`src/hw/rtl/dfi_pkg.sv`:
```
// ----------------------------------------------------------------------------
// dfi_pkg
// Types, character codes and helpers shared by the decimal field reader.
// ----------------------------------------------------------------------------
package dfi_pkg;

   // one input item: a character of the field plus field framing
   typedef struct packed {
      logic [7:0] ch;
      logic       has_char;
      logic       last;
      logic [7:0] field_width;
      logic [3:0] result_size;
   } req_type;

   // one result item
   typedef struct packed {
      logic signed [63:0] value;
      logic [1:0]         status;
   } rsp_type;

   // controller to datapath commands
   typedef struct packed {
      logic take;   // accept one input item
      logic setup;  // compute the trailing zero count
      logic pad;    // one trailing zero step
      logic emit;   // load the result register and close the field
   } cmd_type;

   // datapath to controller status
   typedef struct packed {
      logic pad_done;
   } sts_type;

   // status codes
   localparam logic [1:0] STATUS_OK       = 2'd0;
   localparam logic [1:0] STATUS_INVALID  = 2'd1;
   localparam logic [1:0] STATUS_OVERLONG = 2'd2;

   // character codes
   localparam logic [7:0] CHAR_BLANK = 8'd32;
   localparam logic [7:0] CHAR_MINUS = 8'd45;
   localparam logic [7:0] CHAR_PLUS  = 8'd43;
   localparam logic [7:0] CHAR_ZERO  = 8'd48;
   localparam logic [7:0] CHAR_NINE  = 8'd57;
   localparam logic [7:0] CHAR_TAB   = 8'd9;
   localparam logic [7:0] CHAR_CR    = 8'd13;

   // destination sizes in bytes
   localparam logic [3:0] SIZE_BYTE = 4'd1;
   localparam logic [3:0] SIZE_HALF = 4'd2;
   localparam logic [3:0] SIZE_WORD = 4'd4;
   localparam logic [3:0] SIZE_LONG = 4'd8;

   // default field widths
   localparam logic [7:0] WIDTH_SHORT = 8'd7;
   localparam logic [7:0] WIDTH_MID   = 8'd12;
   localparam logic [7:0] WIDTH_LONG  = 8'd21;

   // default width for a zero field width, chosen by destination size
   function automatic logic [7:0] default_width(input logic [3:0] rs);
      logic [7:0] w;
      if (rs < SIZE_WORD) begin
         w = WIDTH_SHORT;
      end else if (rs < SIZE_LONG) begin
         w = WIDTH_MID;
      end else begin
         w = WIDTH_LONG;
      end
      return w;
   endfunction

   // blank, tab, newline, vertical tab, form feed, carriage return
   function automatic logic is_white(input logic [7:0] c);
      return (c == CHAR_BLANK) || ((c >= CHAR_TAB) && (c <= CHAR_CR));
   endfunction

endpackage

```
`src/hw/rtl/dfi_ctrl.sv`:
```
// ----------------------------------------------------------------------------
// dfi_ctrl
// Sequencer for the decimal field reader: character intake, trailing zero
// padding loop, and result hand-off into the output register.
// ----------------------------------------------------------------------------
module dfi_ctrl
   import dfi_pkg::*;
(
   input  logic    clock,
   input  logic    reset,
   input  logic    req_valid,
   input  logic    req_last,
   output logic    req_stall,
   output logic    rsp_valid,
   input  logic    rsp_stall,
   output cmd_type cmd,
   input  sts_type sts
);

   typedef enum logic [1:0] {
      ST_RUN,
      ST_SETUP,
      ST_PAD,
      ST_EMIT
   } state_type;

   state_type state_ff, state_in;
   logic      rsp_valid_ff, rsp_valid_in;
   logic      out_free;

   // output register can take a new result
   assign out_free = !rsp_valid_ff || !rsp_stall;

   // commands decoded from state
   always_comb begin
      cmd       = '0;
      req_stall = (state_ff != ST_RUN);
      case (state_ff)
         ST_RUN:   cmd.take  = req_valid;
         ST_SETUP: cmd.setup = 1'b1;
         ST_PAD:   cmd.pad   = !sts.pad_done;
         ST_EMIT:  cmd.emit  = out_free;
         default:  cmd       = '0;
      endcase
   end

   // next state and result valid
   always_comb begin
      state_in = state_ff;
      case (state_ff)
         ST_RUN: begin
            if (req_valid && req_last) state_in = ST_SETUP;
         end
         ST_SETUP: state_in = ST_PAD;
         ST_PAD: begin
            if (sts.pad_done) state_in = ST_EMIT;
         end
         ST_EMIT: begin
            if (out_free) state_in = ST_RUN;
         end
         default: state_in = ST_RUN;
      endcase
      if (cmd.emit) begin
         rsp_valid_in = 1'b1;
      end else begin
         rsp_valid_in = rsp_valid_ff && rsp_stall;
      end
   end

   // state and registered outputs
   always_ff @(posedge clock) begin
      if (reset) begin
         state_ff     <= ST_RUN;
         rsp_valid_ff <= 1'b0;
      end else begin
         state_ff     <= state_in;
         rsp_valid_ff <= rsp_valid_in;
      end
   end

   assign rsp_valid = rsp_valid_ff;

   // the item after a last item waits for the result to be formed
   a_last_blocks: assert property (@(posedge clock) disable iff (reset)
      req_valid && !req_stall && req_last |=> req_stall)
      else $error("item taken right after the last item of a field");

   // a waiting result is never overwritten
   a_no_overwrite: assert property (@(posedge clock) disable iff (reset)
      !(cmd.emit && rsp_valid_ff && rsp_stall))
      else $error("result register loaded while its result is stalled");

   // a loaded result is presented in the next cycle
   a_emit_valid: assert property (@(posedge clock) disable iff (reset)
      cmd.emit |=> rsp_valid)
      else $error("loaded result not presented");

endmodule

```
`src/hw/rtl/dfi_datapath.sv`:
```
// ----------------------------------------------------------------------------
// dfi_datapath
// Field state, digit accumulator, padding counter, size fit and the
// result register of the decimal field reader.
// ----------------------------------------------------------------------------
module dfi_datapath
   import dfi_pkg::*;
#(
   parameter int MAX_FIELD = 84
) (
   input  logic    clock,
   input  logic    reset,
   input  cmd_type cmd,
   output sts_type sts,
   input  req_type req,
   input  logic    cfg_write,
   input  logic    cfg_data,
   output rsp_type rsp
);

   localparam logic [7:0] PARSE_LIMIT = 8'(MAX_FIELD - 1);

   typedef enum logic [1:0] {
      PH_LEAD,
      PH_DIGITS,
      PH_HALT
   } phase_type;

   logic        blank_zero_ff;
   logic [63:0] acc_ff, acc_in;
   logic        neg_ff, neg_in;
   phase_type   phase_ff, phase_in;
   logic [7:0]  count_ff, count_in;
   logic        stopped_ff, stopped_in;
   logic [1:0]  err_ff, err_in;
   logic [7:0]  width_ff, width_in;
   logic [3:0]  size_ff, size_in;
   logic [7:0]  pad_ff, pad_in;
   rsp_type     out_ff;

   logic [7:0]  width_eff, limit_eff, limit_cur, parsed;
   logic [3:0]  size_eff;
   logic [63:0] acc_ten, digit, x_sign, x_fit;
   logic        is_digit;

   // width and size latch on the first item of a field
   always_comb begin
      if (width_ff == '0) begin
         width_eff = (req.field_width == '0) ? default_width(req.result_size)
                                             : req.field_width;
         size_eff  = req.result_size;
      end else begin
         width_eff = width_ff;
         size_eff  = size_ff;
      end
      limit_eff = (width_eff < PARSE_LIMIT) ? width_eff : PARSE_LIMIT;
      limit_cur = (width_ff < PARSE_LIMIT) ? width_ff : PARSE_LIMIT;
      parsed    = (count_ff > limit_cur) ? limit_cur : count_ff;
   end

   // times ten by shift and add
   assign acc_ten  = (acc_ff << 3) + (acc_ff << 1);
   assign is_digit = (req.ch >= CHAR_ZERO) && (req.ch <= CHAR_NINE);
   assign digit    = {60'd0, 4'(req.ch - CHAR_ZERO)};

   // character step, padding step and field close
   always_comb begin
      acc_in     = acc_ff;
      neg_in     = neg_ff;
      phase_in   = phase_ff;
      count_in   = count_ff;
      stopped_in = stopped_ff;
      err_in     = err_ff;
      width_in   = width_ff;
      size_in    = size_ff;
      pad_in     = pad_ff;
      if (cmd.take) begin
         width_in = width_eff;
         size_in  = size_eff;
         if (!stopped_ff) begin
            if (req.has_char) begin
               if (count_ff < limit_eff) begin
                  // parsed part of the field
                  if (phase_ff == PH_LEAD && req.ch == CHAR_BLANK) begin
                     phase_in = PH_LEAD;
                  end else if (phase_ff == PH_LEAD &&
                               (req.ch == CHAR_MINUS || req.ch == CHAR_PLUS)) begin
                     phase_in = PH_DIGITS;
                     neg_in   = (req.ch == CHAR_MINUS);
                  end else if (phase_ff == PH_LEAD || phase_ff == PH_DIGITS) begin
                     phase_in = PH_DIGITS;
                     if (is_digit) begin
                        acc_in = acc_ten + digit;
                     end else if (req.ch == CHAR_BLANK) begin
                        if (blank_zero_ff) acc_in = acc_ten;
                     end else begin
                        phase_in = PH_HALT;
                        if (err_ff == STATUS_OK) err_in = STATUS_INVALID;
                     end
                  end
               end else if (count_ff < width_eff) begin
                  // past the parse limit only white space is allowed
                  if (!is_white(req.ch)) err_in = STATUS_OVERLONG;
               end
               if (count_ff != 8'hFF) count_in = count_ff + 8'd1;
            end else begin
               stopped_in = 1'b1;
            end
         end
      end
      if (cmd.setup) begin
         if (blank_zero_ff && phase_ff != PH_HALT && parsed < width_ff) begin
            pad_in = width_ff - parsed;
         end else begin
            pad_in = '0;
         end
      end
      if (cmd.pad) begin
         acc_in = acc_ten;
         pad_in = pad_ff - 8'd1;
      end
      if (cmd.emit) begin
         acc_in     = '0;
         neg_in     = 1'b0;
         phase_in   = PH_LEAD;
         count_in   = '0;
         stopped_in = 1'b0;
         err_in     = STATUS_OK;
         width_in   = '0;
         size_in    = '0;
      end
   end

   // sign and fit to destination size
   always_comb begin
      x_sign = neg_ff ? (64'd0 - acc_ff) : acc_ff;
      case (size_ff)
         SIZE_BYTE: x_fit = {{56{x_sign[7]}}, x_sign[7:0]};
         SIZE_HALF: x_fit = {{48{x_sign[15]}}, x_sign[15:0]};
         SIZE_LONG: x_fit = x_sign;
         default:   x_fit = {{32{x_sign[31]}}, x_sign[31:0]};
      endcase
   end

   // field state
   always_ff @(posedge clock) begin
      if (reset) begin
         blank_zero_ff <= 1'b0;
         acc_ff        <= '0;
         neg_ff        <= 1'b0;
         phase_ff      <= PH_LEAD;
         count_ff      <= '0;
         stopped_ff    <= 1'b0;
         err_ff        <= STATUS_OK;
         width_ff      <= '0;
         size_ff       <= '0;
         pad_ff        <= '0;
      end else begin
         if (cfg_write) blank_zero_ff <= cfg_data;
         acc_ff     <= acc_in;
         neg_ff     <= neg_in;
         phase_ff   <= phase_in;
         count_ff   <= count_in;
         stopped_ff <= stopped_in;
         err_ff     <= err_in;
         width_ff   <= width_in;
         size_ff    <= size_in;
         pad_ff     <= pad_in;
      end
   end

   // result register
   always_ff @(posedge clock) begin
      if (cmd.emit) begin
         out_ff.value  <= (err_ff == STATUS_OVERLONG) ? '0 : $signed(x_fit);
         out_ff.status <= err_ff;
      end
   end

   assign rsp          = out_ff;
   assign sts.pad_done = (pad_ff == '0);

endmodule

```
`src/hw/rtl/decimal_field_to_integer_core.sv`:
```
// ----------------------------------------------------------------------------
// decimal_field_to_integer_core
// Fixed-width decimal integer field reader, one character per item.
// ----------------------------------------------------------------------------
// Usage: send the characters of one field on the req_ channel, one per item,
// with field_width and result_size on the first item and last set on the
// final item. An item with has_char low ends the field early. Each field
// gives one result on the rsp_ channel: the value cut to the destination
// size and sign-extended, and a status code.
// Throughput: one character per cycle while a field is open. After the
// last item the sequencer stalls the input through a setup step, one step
// per trailing zero digit in blank-as-zero mode (one multiply by ten a
// cycle) and an emit step, until the result is in the output register.
// The output register lets the next field's characters enter while a
// result is stalled; only the next result waits for it to be taken.
// csr_ writes set the blank-as-zero mode and are always ready; write it
// only between fields. Reset clears the mode, the open field and any
// pending result.
// ----------------------------------------------------------------------------
module decimal_field_to_integer_core
   import dfi_pkg::*;
#(
   parameter int MAX_FIELD = 84
) (
   input  logic    clock,
   input  logic    reset,
   input  logic    req_valid,
   output logic    req_stall,
   input  req_type req_payload,
   output logic    rsp_valid,
   input  logic    rsp_stall,
   output rsp_type rsp_payload,
   input  logic    csr_valid,
   output logic    csr_ready,
   input  logic    csr_wdata
);

   cmd_type cmd;
   sts_type sts;

   assign csr_ready = 1'b1;

   // sequencer
   dfi_ctrl u_ctrl (
      .clock     (clock),
      .reset     (reset),
      .req_valid (req_valid),
      .req_last  (req_payload.last),
      .req_stall (req_stall),
      .rsp_valid (rsp_valid),
      .rsp_stall (rsp_stall),
      .cmd       (cmd),
      .sts       (sts)
   );

   // field state and arithmetic
   dfi_datapath #(
      .MAX_FIELD (MAX_FIELD)
   ) u_datapath (
      .clock     (clock),
      .reset     (reset),
      .cmd       (cmd),
      .sts       (sts),
      .req       (req_payload),
      .cfg_write (csr_valid && csr_ready),
      .cfg_data  (csr_wdata),
      .rsp       (rsp_payload)
   );

endmodule

```
`config.mk`:
```
export PLATFORM = sky130hd
export DESIGN_NAME = decimal_field_to_integer_core
export DESIGN_NICKNAME = d
export VERILOG_FILES = /design/src/hw/rtl/dfi_pkg.sv /design/src/hw/rtl/dfi_ctrl.sv /design/src/hw/rtl/dfi_datapath.sv /design/src/hw/rtl/decimal_field_to_integer_core.sv
export SDC_FILE = /design/constraint.sdc
export NUM_CORES = 1
export LEC_CHECK = 0
export ABC_AREA = 1
export BUFFER_PORTS_ARGS = -buffer_cell sky130_fd_sc_hd__buf_4
export CORE_MARGIN = 1.5
export CORE_UTILIZATION = 30
export DETAILED_ROUTE_END_ITERATION = 8
export PLACE_DENSITY = 0.54
export SLEW_MARGIN = 20
export SYNTH_ARGS = -nofsm -noshare
export SYNTH_HDL_FRONTEND = slang
export SYNTH_SLANG_ARGS = --single-unit
export TNS_END_PERCENT = 10
```
`constraint.sdc`:
```
create_clock -name clock -period 5.3 [get_ports clock]
set_input_delay 0.53 -clock clock [delete_from_list [all_inputs] [get_ports clock]]
set_output_delay 0.53 -clock clock [all_outputs]
set_load 0.02 [all_outputs]
```
Word-level counts from Yosys, hierarchy flattened. Index checks and enable logic that the tools add are counted. Widths: inputs -> output; s select.

Bits in registers: 168. Word-level logic and storage cells: 148. Input bits: 28.

Add/sub/neg operators: 7. Bitwise gates (word level): 2. Mux-type cells: 48. Reduce and logical (&&, ||, !) cells: 39. Equality and inequality tests: 26. $lt $le $gt $ge: 12.

Operators with widths (number): $mux 64 (12); $pmux 64 s3 (1); $add 64x4->64 (1); $add 64x64->64 (1); $mux 8 (8); $sub 1x64->64 const A (1); $mux 2 (17); $eq 8x6->1 const B (3); $logic_not 8->1 (3); $lt 8x8->1 (3); $ne 2x2->1 const B (10); $lt 8x7->1 const B (2); $reduce_bool 2->1 (7); $reduce_and 11->1 (1); $mux 5 (2); $reduce_and 9->1 (1); $reduce_bool 3->1 (3); $add 8x1->8 const B (1); $ge 8x4->1 const B (1); $ge 8x6->1 const B (1); $gt 8x8->1 (1); $le 8x4->1 const B (1); $le 8x6->1 const B (1); $logic_and 1x1->1 (8); other kinds (24) (44).

Logic depth before layout (Yosys ltp). Gate-level depths: netlist of the first run.

Word-level depth: 13. Mapped depth: 31. Depth with buffers taken out: 30.

Modules after synthesis. From an unflattened synthesis of the first run, not the netlist that was laid out.

Cells, all modules: 3193. Area total of the unflattened synthesis: 18245.0 µm².

By module, submodules not included: dfi_datapath (area an instance 18001.0 µm², times used 1, cells an instance 3157, seq. area each 3963.8 µm²); dfi_ctrl (area an instance 232.7 µm², times used 1, cells an instance 34, seq. area each 60.1 µm²); decimal_field_to_integer_core (area an instance 11.3 µm², times used 1, cells an instance 2, seq. area each 0.0 µm²).

Least setup slack after synthesis of the first run. No wires, ideal clock.

Path type: input to register. Start point: input port rsp_stall. End point: register u_datapath.count_ff[5]. Stages: 7. Slack: 733 ps. Path buffers: 1. Arrival: 4435 ps. Cells stage by stage: nand2_1 inv_1 nor2_1 nor2_1 inv_1 clkbuf_1 nor3b_1.

RTL lines: start: declaration (line decimal_field_to_integer_core.sv:31) `input logic rsp_stall,`; end signal: assignment (line dfi_datapath.sv:163) `count_ff <= count_in;`; end: declaration (line dfi_datapath.sv:33) `logic [7:0] count_ff, count_in;`.

Final worst setup path of the first run.
Start point: register u_datapath.width_ff[1]. End point: register u_datapath.pad_ff[3].

Word-level cells in the longest chain between the ends: 9. Elaborated cells between the ends (all ways): 10. Classes of those cells: 1 x add/sub; 3 x order compare; 5 x mux; 1 x reduce/logical.

Ends and longest elaborated chain: start: declaration (line dfi_datapath.sv:36) `logic [7:0] width_ff, width_in;`; start signal: assignment (line dfi_datapath.sv:166) `width_ff <= width_in;`; $lt 8x7->1 (line dfi_datapath.sv:57) `limit_cur = (width_ff < PARSE_LIMIT) ? width_ff : PARSE_LIMIT;`; $mux 8 (line dfi_datapath.sv:57); $gt 8x8->1 (line dfi_datapath.sv:58) `parsed = (count_ff > limit_cur) ? limit_cur : count_ff;`; $mux 8 (line dfi_datapath.sv:58); $lt 8x8->1 (line dfi_datapath.sv:112) `if (blank_zero_ff && phase_ff != PH_HALT && parsed < width_ff) begin`; $logic_and 1x1->1 (line dfi_datapath.sv:112); $mux 8 * (line dfi_datapath.sv:112); $mux 8 * (line dfi_datapath.sv:111) `if (cmd.setup) begin`; $mux 8 * (line dfi_datapath.sv:118) `if (cmd.pad) begin`; end signal: assignment (line dfi_datapath.sv:168) `pad_ff <= pad_in;`; end: declaration (line dfi_datapath.sv:38) `logic [7:0] pad_ff, pad_in;`.

Mark *: on every way between the ends. The rest lies on a longest branch, timed or not. The select of a mux whose other input is x is not followed. A chain may end at the register's enable or synchronous reset.

==> reports/metrics.csv, run 1 <==
stage,metric,value,unit
clock_network,clk_pin_slew_worst_paths,0.08,ns
setup_path,worst_setup_path_class,reg2reg,
grt,grt_pass1_wl,94400,microns
placed_design,buffer_ports.inserted,95,
placed_design,final_replace_weighted_congestion,0.959,
layout,antenna_cells_inserted,0,
layout,fillerInstances,6519,
setup_path,crit_slowest_cell,sky130_fd_sc_hd__dfxtp_1,
timing,worst_slew_pin_slew,1.05,ns
pwr,total_power,9.70,mW
route,dr.first_iter.drc_count,1277,
setup_path,critPathArrivalTime,4.83,ns
die,design.core.area,57500,sq um
layout,share_of_cells_above_drive_strength_1,0.0764,
route,antenna_violating_nets_post_route,0,
grt,grt_remaining_overflow,0,
die,initial_core_util,0.302,
synth,synth_seq_cells,168,
die,rows,88,
timing,final.setup_skew,0.0239,ns
synth,yosys_warnings,0,
clock_network,ctsHoldBuffers,0,
clock_network,clock_tree.buffer_depth,2,
timing,final_cycle_utilization_of_the_critical_path,0.826,
route,totalWireLength,60900,microns
layout,seq_area,4020,sq um
clock_network,cts_resized,0,
setup_path,timing.rr.end,u_datapath.pad_ff[3],
route,drt-wirelength-per-cell,16.0,microns
placed_design,detailedPlacementHpwl,49700,microns
setup_path,critPathLaunch,u_datapath.width_ff[1],
synth,synth_cell_type_count,58,
setup_path,critPathMaxFanout,12,
timing,grt_setup_unrepaired,no,
setup_path,critical_path_startpoint_category,flip-flop,
grt,grt_util_all_layers,0.205,
timing,worst_slew_margin_rel,0.300,
grt,grt_util_met3,0.0248,
die,floorplan.die_area,59400,sq um
synth,ys_seq_area_frac,0.232,
grt,antenna_found_initial,0,
route,drc,0,
layout,layout.core_utilization,0.339,
setup_path,worst_setup_path_end_kind,flip-flop,
timing,tns,0,ns
clock_network,cts_num_sinks,168,
die,fp.dieH,244,microns
route,via_count,18500,
synth,syn_area_per_cell,5.89,sq um
timing,final_max_slew_viol_count,0,
timing,finish_stage_setup_viols,0,
route,dr.pass1.iters,5,
grt,grt_util_met1,0.282,
pwr,ir_drop,0.320,mV
pwr,p_per_area,498,nW/um^2
die,die_width,244,microns
grt,global_route.usage.met2,0.331,
clock_network,cts_max_level,4,
clock_network,cts-root-buf,sky130_fd_sc_hd__clkbuf_16,
route,via_per_inst,4.87,
timing,clock.fmax,228,MHz
pwr,cellLeakagePower,9.31,nW
timing,hold_viol_final,0,
clock_network,cts_made_buffers,17,
synth,synth_cells,2948,
setup_path,max_stage_delay,0.46,ns
setup_path,crit_end,u_datapath.pad_ff[3],
grt,busiest_layer,met2,
clock_network,clock_tree_from_tritoncts,done,
clock_network,post-cts-setup-buffers,0,
layout,multi_input_area,11400,sq um
synth,syn-cell-area,17400,sq um
grt,grt_pass1_vias,17400,
clock_network,clk-insertion-delay-late,0.51,ns
layout,areaGrowthSynthToFinish,12.0,%
setup_path,worst_r2r_path_depth,29,
setup_path,worst_ep_required_time,5.75,ns
setup_path,worst_r2r_startpoint,u_datapath.width_ff[1],
grt,grt_max_degree,68,
worst_hold_path,min_path_type,in2reg,
layout,num-nets-final,3158,
run,drv.max_cap_violation_count,0,
setup_path,ff2ff_setup_slack,0.92,ns
outcome,run_status,"finished, final reports clean",
timing,fin_crit,4.38,ns
die,floorplan.io_pins,97,
==> metrics by stage <==
| stage | setup WS [ns] | hold WS [ns] | cell area [sq um] | cells |
|---|---|---|---|---|
| floorplan | 0.733 | 0.446 | 17400 | 2950 |
| global placement | 0.945 | 0.469 | 18900 | 3771 |
| detailed placement | 0.964 | 0.471 | 18900 | 3771 |
| CTS | 0.930 | 0.158 | 19500 | 3803 |
| global route | 0.373 | 0.185 | 19500 | 3803 |
| finish | 0.920 | 0.198 | 19500 | 3803 |
==> cell type report <==
cell class                 instances  area share
clock buffer                      20      0.0251
clock inverter                    12     0.00443
inverter                         452      0.0873
multi-input combinational       2280       0.586
sequential                       168       0.207
tap                              765      0.0492
timing repair buffer             106      0.0409
==> worst min path at each step <==
stage,from,endpoint,slack (ns),cells after the start
global route,csr_valid,u_datapath.blank_zero_ff,0.19,2
detailed placement,u_datapath.pad_ff[3],u_datapath.pad_ff[3],0.47,2
floorplan,u_datapath.err_ff[1],u_datapath.rsp[1],0.45,0
global placement,u_datapath.stopped_ff,u_datapath.stopped_ff,0.47,2
CTS,csr_valid,u_datapath.blank_zero_ff,0.16,2
finish,csr_valid,u_datapath.blank_zero_ff,0.20,2
==> kinds of logic after synthesis <==
group | Yosys count | share of synthesized area
flops | 168 | 0.232
other cells | 1 | 0.000216
fa+ha+maj | 105 | 0.0769
xor+xnor | 62 | 0.0317
simple gates | 1648 | 0.404
buf+inv | 502 | 0.114
compound gates | 462 | 0.142
==> power breakdown <==
part	leakage, nW	switching (mW)	internal (mW)
Clock	0.283	0.616	0.669
Sequential	1.45	0.511	1.73
Combinational	7.58	4.18	1.99
Total	9.31	5.31	4.39
==> flip-flops by register name, summed over array words and instances, names as in the netlist <==
| name | count |
|---|---|
| u_ctrl.rsp_valid | 1 |
| u_ctrl.state_ff | 2 |
| u_datapath.acc_ff | 64 |
| u_datapath.blank_zero_ff | 1 |
| u_datapath.count_ff | 8 |
| u_datapath.err_ff | 2 |
| u_datapath.neg_ff | 1 |
| u_datapath.pad_ff | 8 |
| u_datapath.phase_ff | 2 |
| u_datapath.rsp | 66 |
| u_datapath.size_ff | 4 |
| u_datapath.stopped_ff | 1 |
| u_datapath.width_ff | 8 |
==> cells in the final DEF, fill, tap and decap left out, drive strengths merged <==
| cell type | instances |
|---|---|
| nor2 | 409 |
| clkbuf | 20 |
| buf | 106 |
| and3 | 2 |
| a2111oi | 1 |
| nand3b | 14 |
| a211oi | 5 |
| o211ai | 6 |
| o31a | 1 |
| nor4 | 25 |
| o31ai | 1 |
| nor3b | 3 |
| nand2 | 902 |
| xnor2 | 21 |
| fa | 3 |
| or2 | 10 |
| and2 | 4 |
| nand3 | 189 |
| xor2 | 41 |
| edfxtp | 66 |
| a21boi | 4 |
| inv | 453 |
| a21o | 2 |
| o21bai | 12 |
| conb | 3 |
| clkinv | 10 |
| o21a | 11 |
| clkinvlp | 1 |
| o221ai | 1 |
| a31oi | 9 |
| ha | 102 |
| o21ai | 156 |
| nor3 | 49 |
| dfxtp | 102 |
| nand4 | 39 |
| or4 | 2 |
| a21oi | 253 |
==> metal layers <==
metal | vias up | wire (microns)
li1 | 9647 | -
met1 | 8309 | 29600
met2 | 492 | 26700
met3 | 64 | 3190
met4 | 0 | 1410
met5 | - | 0
==> Yosys cell counts (all sizes together) <==
cell type,number,area [sq um]
o21a,11,82.6
xor2,41,367
or2,10,62.6
a21o,2,15.0
dfxtp,102,2040
nor3b,3,22.5
nor4,25,156
buf,23,176
and3,2,12.5
a31oi,9,56.3
o21bai,12,90.1
conb,1,3.75
fa,3,60.1
clkinv,3,11.3
nand3,189,973
nor3,49,277
o221ai,1,8.76
o211ai,6,45.0
clkbuf,27,101
o31a,1,8.76
o21ai,156,788
a211oi,5,37.5
a21oi,253,1280
a21boi,4,30.0
xnor2,21,184
nand4,39,256
or4,2,15.0
nor2,409,1640
a2111oi,1,8.76
and2,4,25.0
nand2,902,3480
nand3b,14,105
o31ai,1,7.51
inv,449,1690
edfxtp,66,1980
ha,102,1280
==> critical path, delay by kind of cell, from the launching register on <==
family          cells  cell delay, ns
compound gates     12            1.56
fa+ha+maj           3            0.93
flops               1            0.46
simple gates       10            0.87
buf+inv             4            0.51
Power figures use the tool's default switching activity.
==> run 2: changes to the inputs <==
==> constraint.sdc (replaced) <==
create_clock -name clock -period 4.4 [get_ports clock]
set_input_delay 0.44 -clock clock [delete_from_list [all_inputs] [get_ports clock]]
set_output_delay 0.44 -clock clock [all_outputs]
set_load 0.02 [all_outputs]
==> reports/metrics.csv, run 2 (synthesized netlist as in run 1, its figures left out) <==
stage,metric,value,unit
outcome,run_status,"finished, final reports clean",
setup_path,ff2ff_setup_slack,0.34,ns
setup_path,buffers_and_inverters_on_the_worst_path,3,
pwr,cellLeakagePower,9.38,nW
die,fp.dieH,244,microns
timing,worst_slew_pin_slew,0.877,ns
pwr,ir_drop,0.363,mV
placed_design,dpl.cell_count,3785,
grt,grt_remaining_overflow,0,
clock_network,clock_tree.buffer_depth,2,
placed_design,detailed_place.area,19000,sq um
grt,grt_max_degree,91,
clock_network,cts_max_level,4,
grt,grt_util_all_layers,0.208,
layout,layout.core_utilization,0.341,
pwr,internal-power,5.36,mW
clock_network,ctsHoldBuffers,0,
setup_path,critPathMaxFanout,7,
timing,whs,0.115,ns
pwr,total_power,11.8,mW
route,dr.pass1.iters,6,
route,antenna_violating_nets_post_route,0,
run,drv.max_cap_violation_count,0,
route,wl_met3,3170,microns
route,met2WireLength,27100,microns
setup_path,critPathArrivalTime,4.49,ns
setup_path,worst_setup_path_end_kind,flip-flop,
layout,num-nets-final,3173,
layout,fillerInstances,6544,
route,via_per_inst,4.90,
layout,mostFrequentLayoutCell,sky130_fd_sc_hd__nand2_1,
layout,areaGrowthSynthToFinish,12.8,%
timing,final.setup_skew,0.0163,ns
die,rows,88,
timing,final_max_slew_viol_count,0,
placed_design,place_ws,0.119,ns
setup_path,worst_setup_path_class,reg2reg,
pwr,power.clock.fraction,0.130,
pwr,p_per_area,601,nW/um^2
placed_design,detailedPlacementHpwl,50000,microns
placed_design,buffer_ports.inserted,95,
timing,clock.fmax,246,MHz
route,dr.first_iter.drc_count,1385,
layout,number_of_flip_flops_under_the_largest_register_name,66,
die,design.core.area,57500,sq um
setup_path,crit_slowest_cell,sky130_fd_sc_hd__fa_1,
route,totalWireLength,61400,microns
pwr,power.share.switching,0.545,
die,floorplan.die_area,59400,sq um
worst_hold_path,min_path_type,in2reg,
route,top_signal_layer_used,met4,
layout,layout.cells.most_common_list,"873 x sky130_fd_sc_hd__nand2_1, 441 x sky130_fd_sc_hd__inv_1, 372 x sky130_fd_sc_hd__nor2_1",
clock_network,cts_made_buffers,17,
setup_path,critical_path_startpoint_category,flip-flop,
layout,fin_area,19600,sq um
setup_path,worst_ep_required_time,4.83,ns
setup_path,timing.critical_path.mode_cell,sky130_fd_sc_hd__nand2_1,
clock_network,clk_pin_slew_worst_paths,0.08,ns
pwr,power.switching,6.43,mW
worst_hold_path,hold_startpoint,csr_valid,
worst_hold_path,hold_path_end,u_datapath.blank_zero_ff,
route,drc,0,
pwr,combPwrFrac,0.650,
timing,worst_slew_margin_rel,0.415,
grt,grt_pass1_wl,96000,microns
route,via_count,18700,
timing,hold_viol_final,0,
clock_network,cts_num_sinks,168,
timing,final_cycle_utilization_of_the_critical_path,0.923,
timing,tns,0,ns
pwr,p_seq_frac,0.220,
timing,fin_crit,4.06,ns
setup_path,max_stage_delay,0.41,ns
grt,grt_pass1_vias,17500,
die,floorplan.io_pins,97,
timing,postLayoutSetupSlackWorst,0.339,ns
worst_hold_path,whs_path_depth,2,
die,die_width,244,microns
setup_path,number_of_cells_on_the_critical_path,29,
timing,finish_stage_setup_viols,0,
setup_path,worst_r2r_path_depth,29,
clock_network,clk-insertion-delay-late,0.50,ns
setup_path,worst_path_dominant_cell_family,simple AND/OR/NAND/NOR gates,
clock_network,clock_tree_from_tritoncts,done,
die,initial_core_util,0.302,
timing,grt_setup_unrepaired,yes,
route,drt-wirelength-per-cell,16.1,microns
placed_design,final_replace_weighted_congestion,0.965,
setup_path,worst_r2r_startpoint,u_datapath.width_ff[2],
layout,finish.cell_count_without_fillers,3818,
layout,antenna_cells_inserted,0,
grt,antenna_found_initial,0,
route,post_route_met1_wirelength,29500,microns
layout,share_of_cells_above_drive_strength_1,0.0832,
clock_network,cts-root-buf,sky130_fd_sc_hd__clkbuf_16,
setup_path,timing.rr.end,u_datapath.pad_ff[7],
## run 2: how the worst max path moves through the flow
| stage | start | to |
|---|---|---|
| after global routing | u_datapath.width_ff[2] | u_datapath.pad_ff[7] |
| after CTS | u_datapath.width_ff[2] | u_datapath.pad_ff[3] |
| after global placement | u_datapath.width_ff[2] | u_datapath.pad_ff[3] |
| after floorplan | u_datapath.width_ff[1] | u_datapath.pad_ff[3] |
| final | u_datapath.width_ff[2] | u_datapath.pad_ff[7] |
| after detailed placement | u_datapath.width_ff[2] | u_datapath.pad_ff[3] |
## run 2: what timing repair did
item,4_1_cts,5_1_grt
endpoints found under the hold margin,0,0
endpoints found under the setup margin,0,8
resized for setup,0,12
buffers inserted,0,1
## run 2: worst register-to-register path: cells and delay by family (launching register included)
family / cells / cell delay [ns]
flip-flops: 1 / 0.35
adder cells (fa/ha/maj): 3 / 0.95
AO/OA/AOI/OAI: 10 / 1.06
buffers and inverters: 3 / 0.33
AND/OR/NAND/NOR: 13 / 1.31
## run 2: power by group through the flow
| stage | combinational [mW] | clock (mW) | sequential [mW] |
|---|---|---|---|
| final | 7.66 | 1.54 | 2.59 |
| after global routing | 8.63 | 1.64 | 2.64 |
| after CTS | 7.55 | 1.58 | 2.57 |
| after detailed placement | 7.51 | 0 | 2.60 |
| after global placement | 7.54 | 0 | 2.60 |
| after floorplan | 5.41 | 0 | 2.54 |
## run 2: metal layers
metal / up-vias / GRT usage
met3: 83 / 0.0279
met4: 0 / 0.0730
met2: 468 / 0.333
met5: - / 0
met1: 8476 / 0.284
li1: 9670 / -
## run 2: layout make-up
| class | count | area, sq um | area share |
|---|---|---|---|
| inverters | 452 | 1700 | 0.0868 |
| clock inverters | 13 | 134 | 0.00683 |
| flip-flops and latches | 168 | 4020 | 0.205 |
| repair buffers | 121 | 921 | 0.0470 |
| multi-input cells | 2280 | 11400 | 0.583 |
| clock buffers | 19 | 433 | 0.0221 |
| well taps | 765 | 957 | 0.0488 |
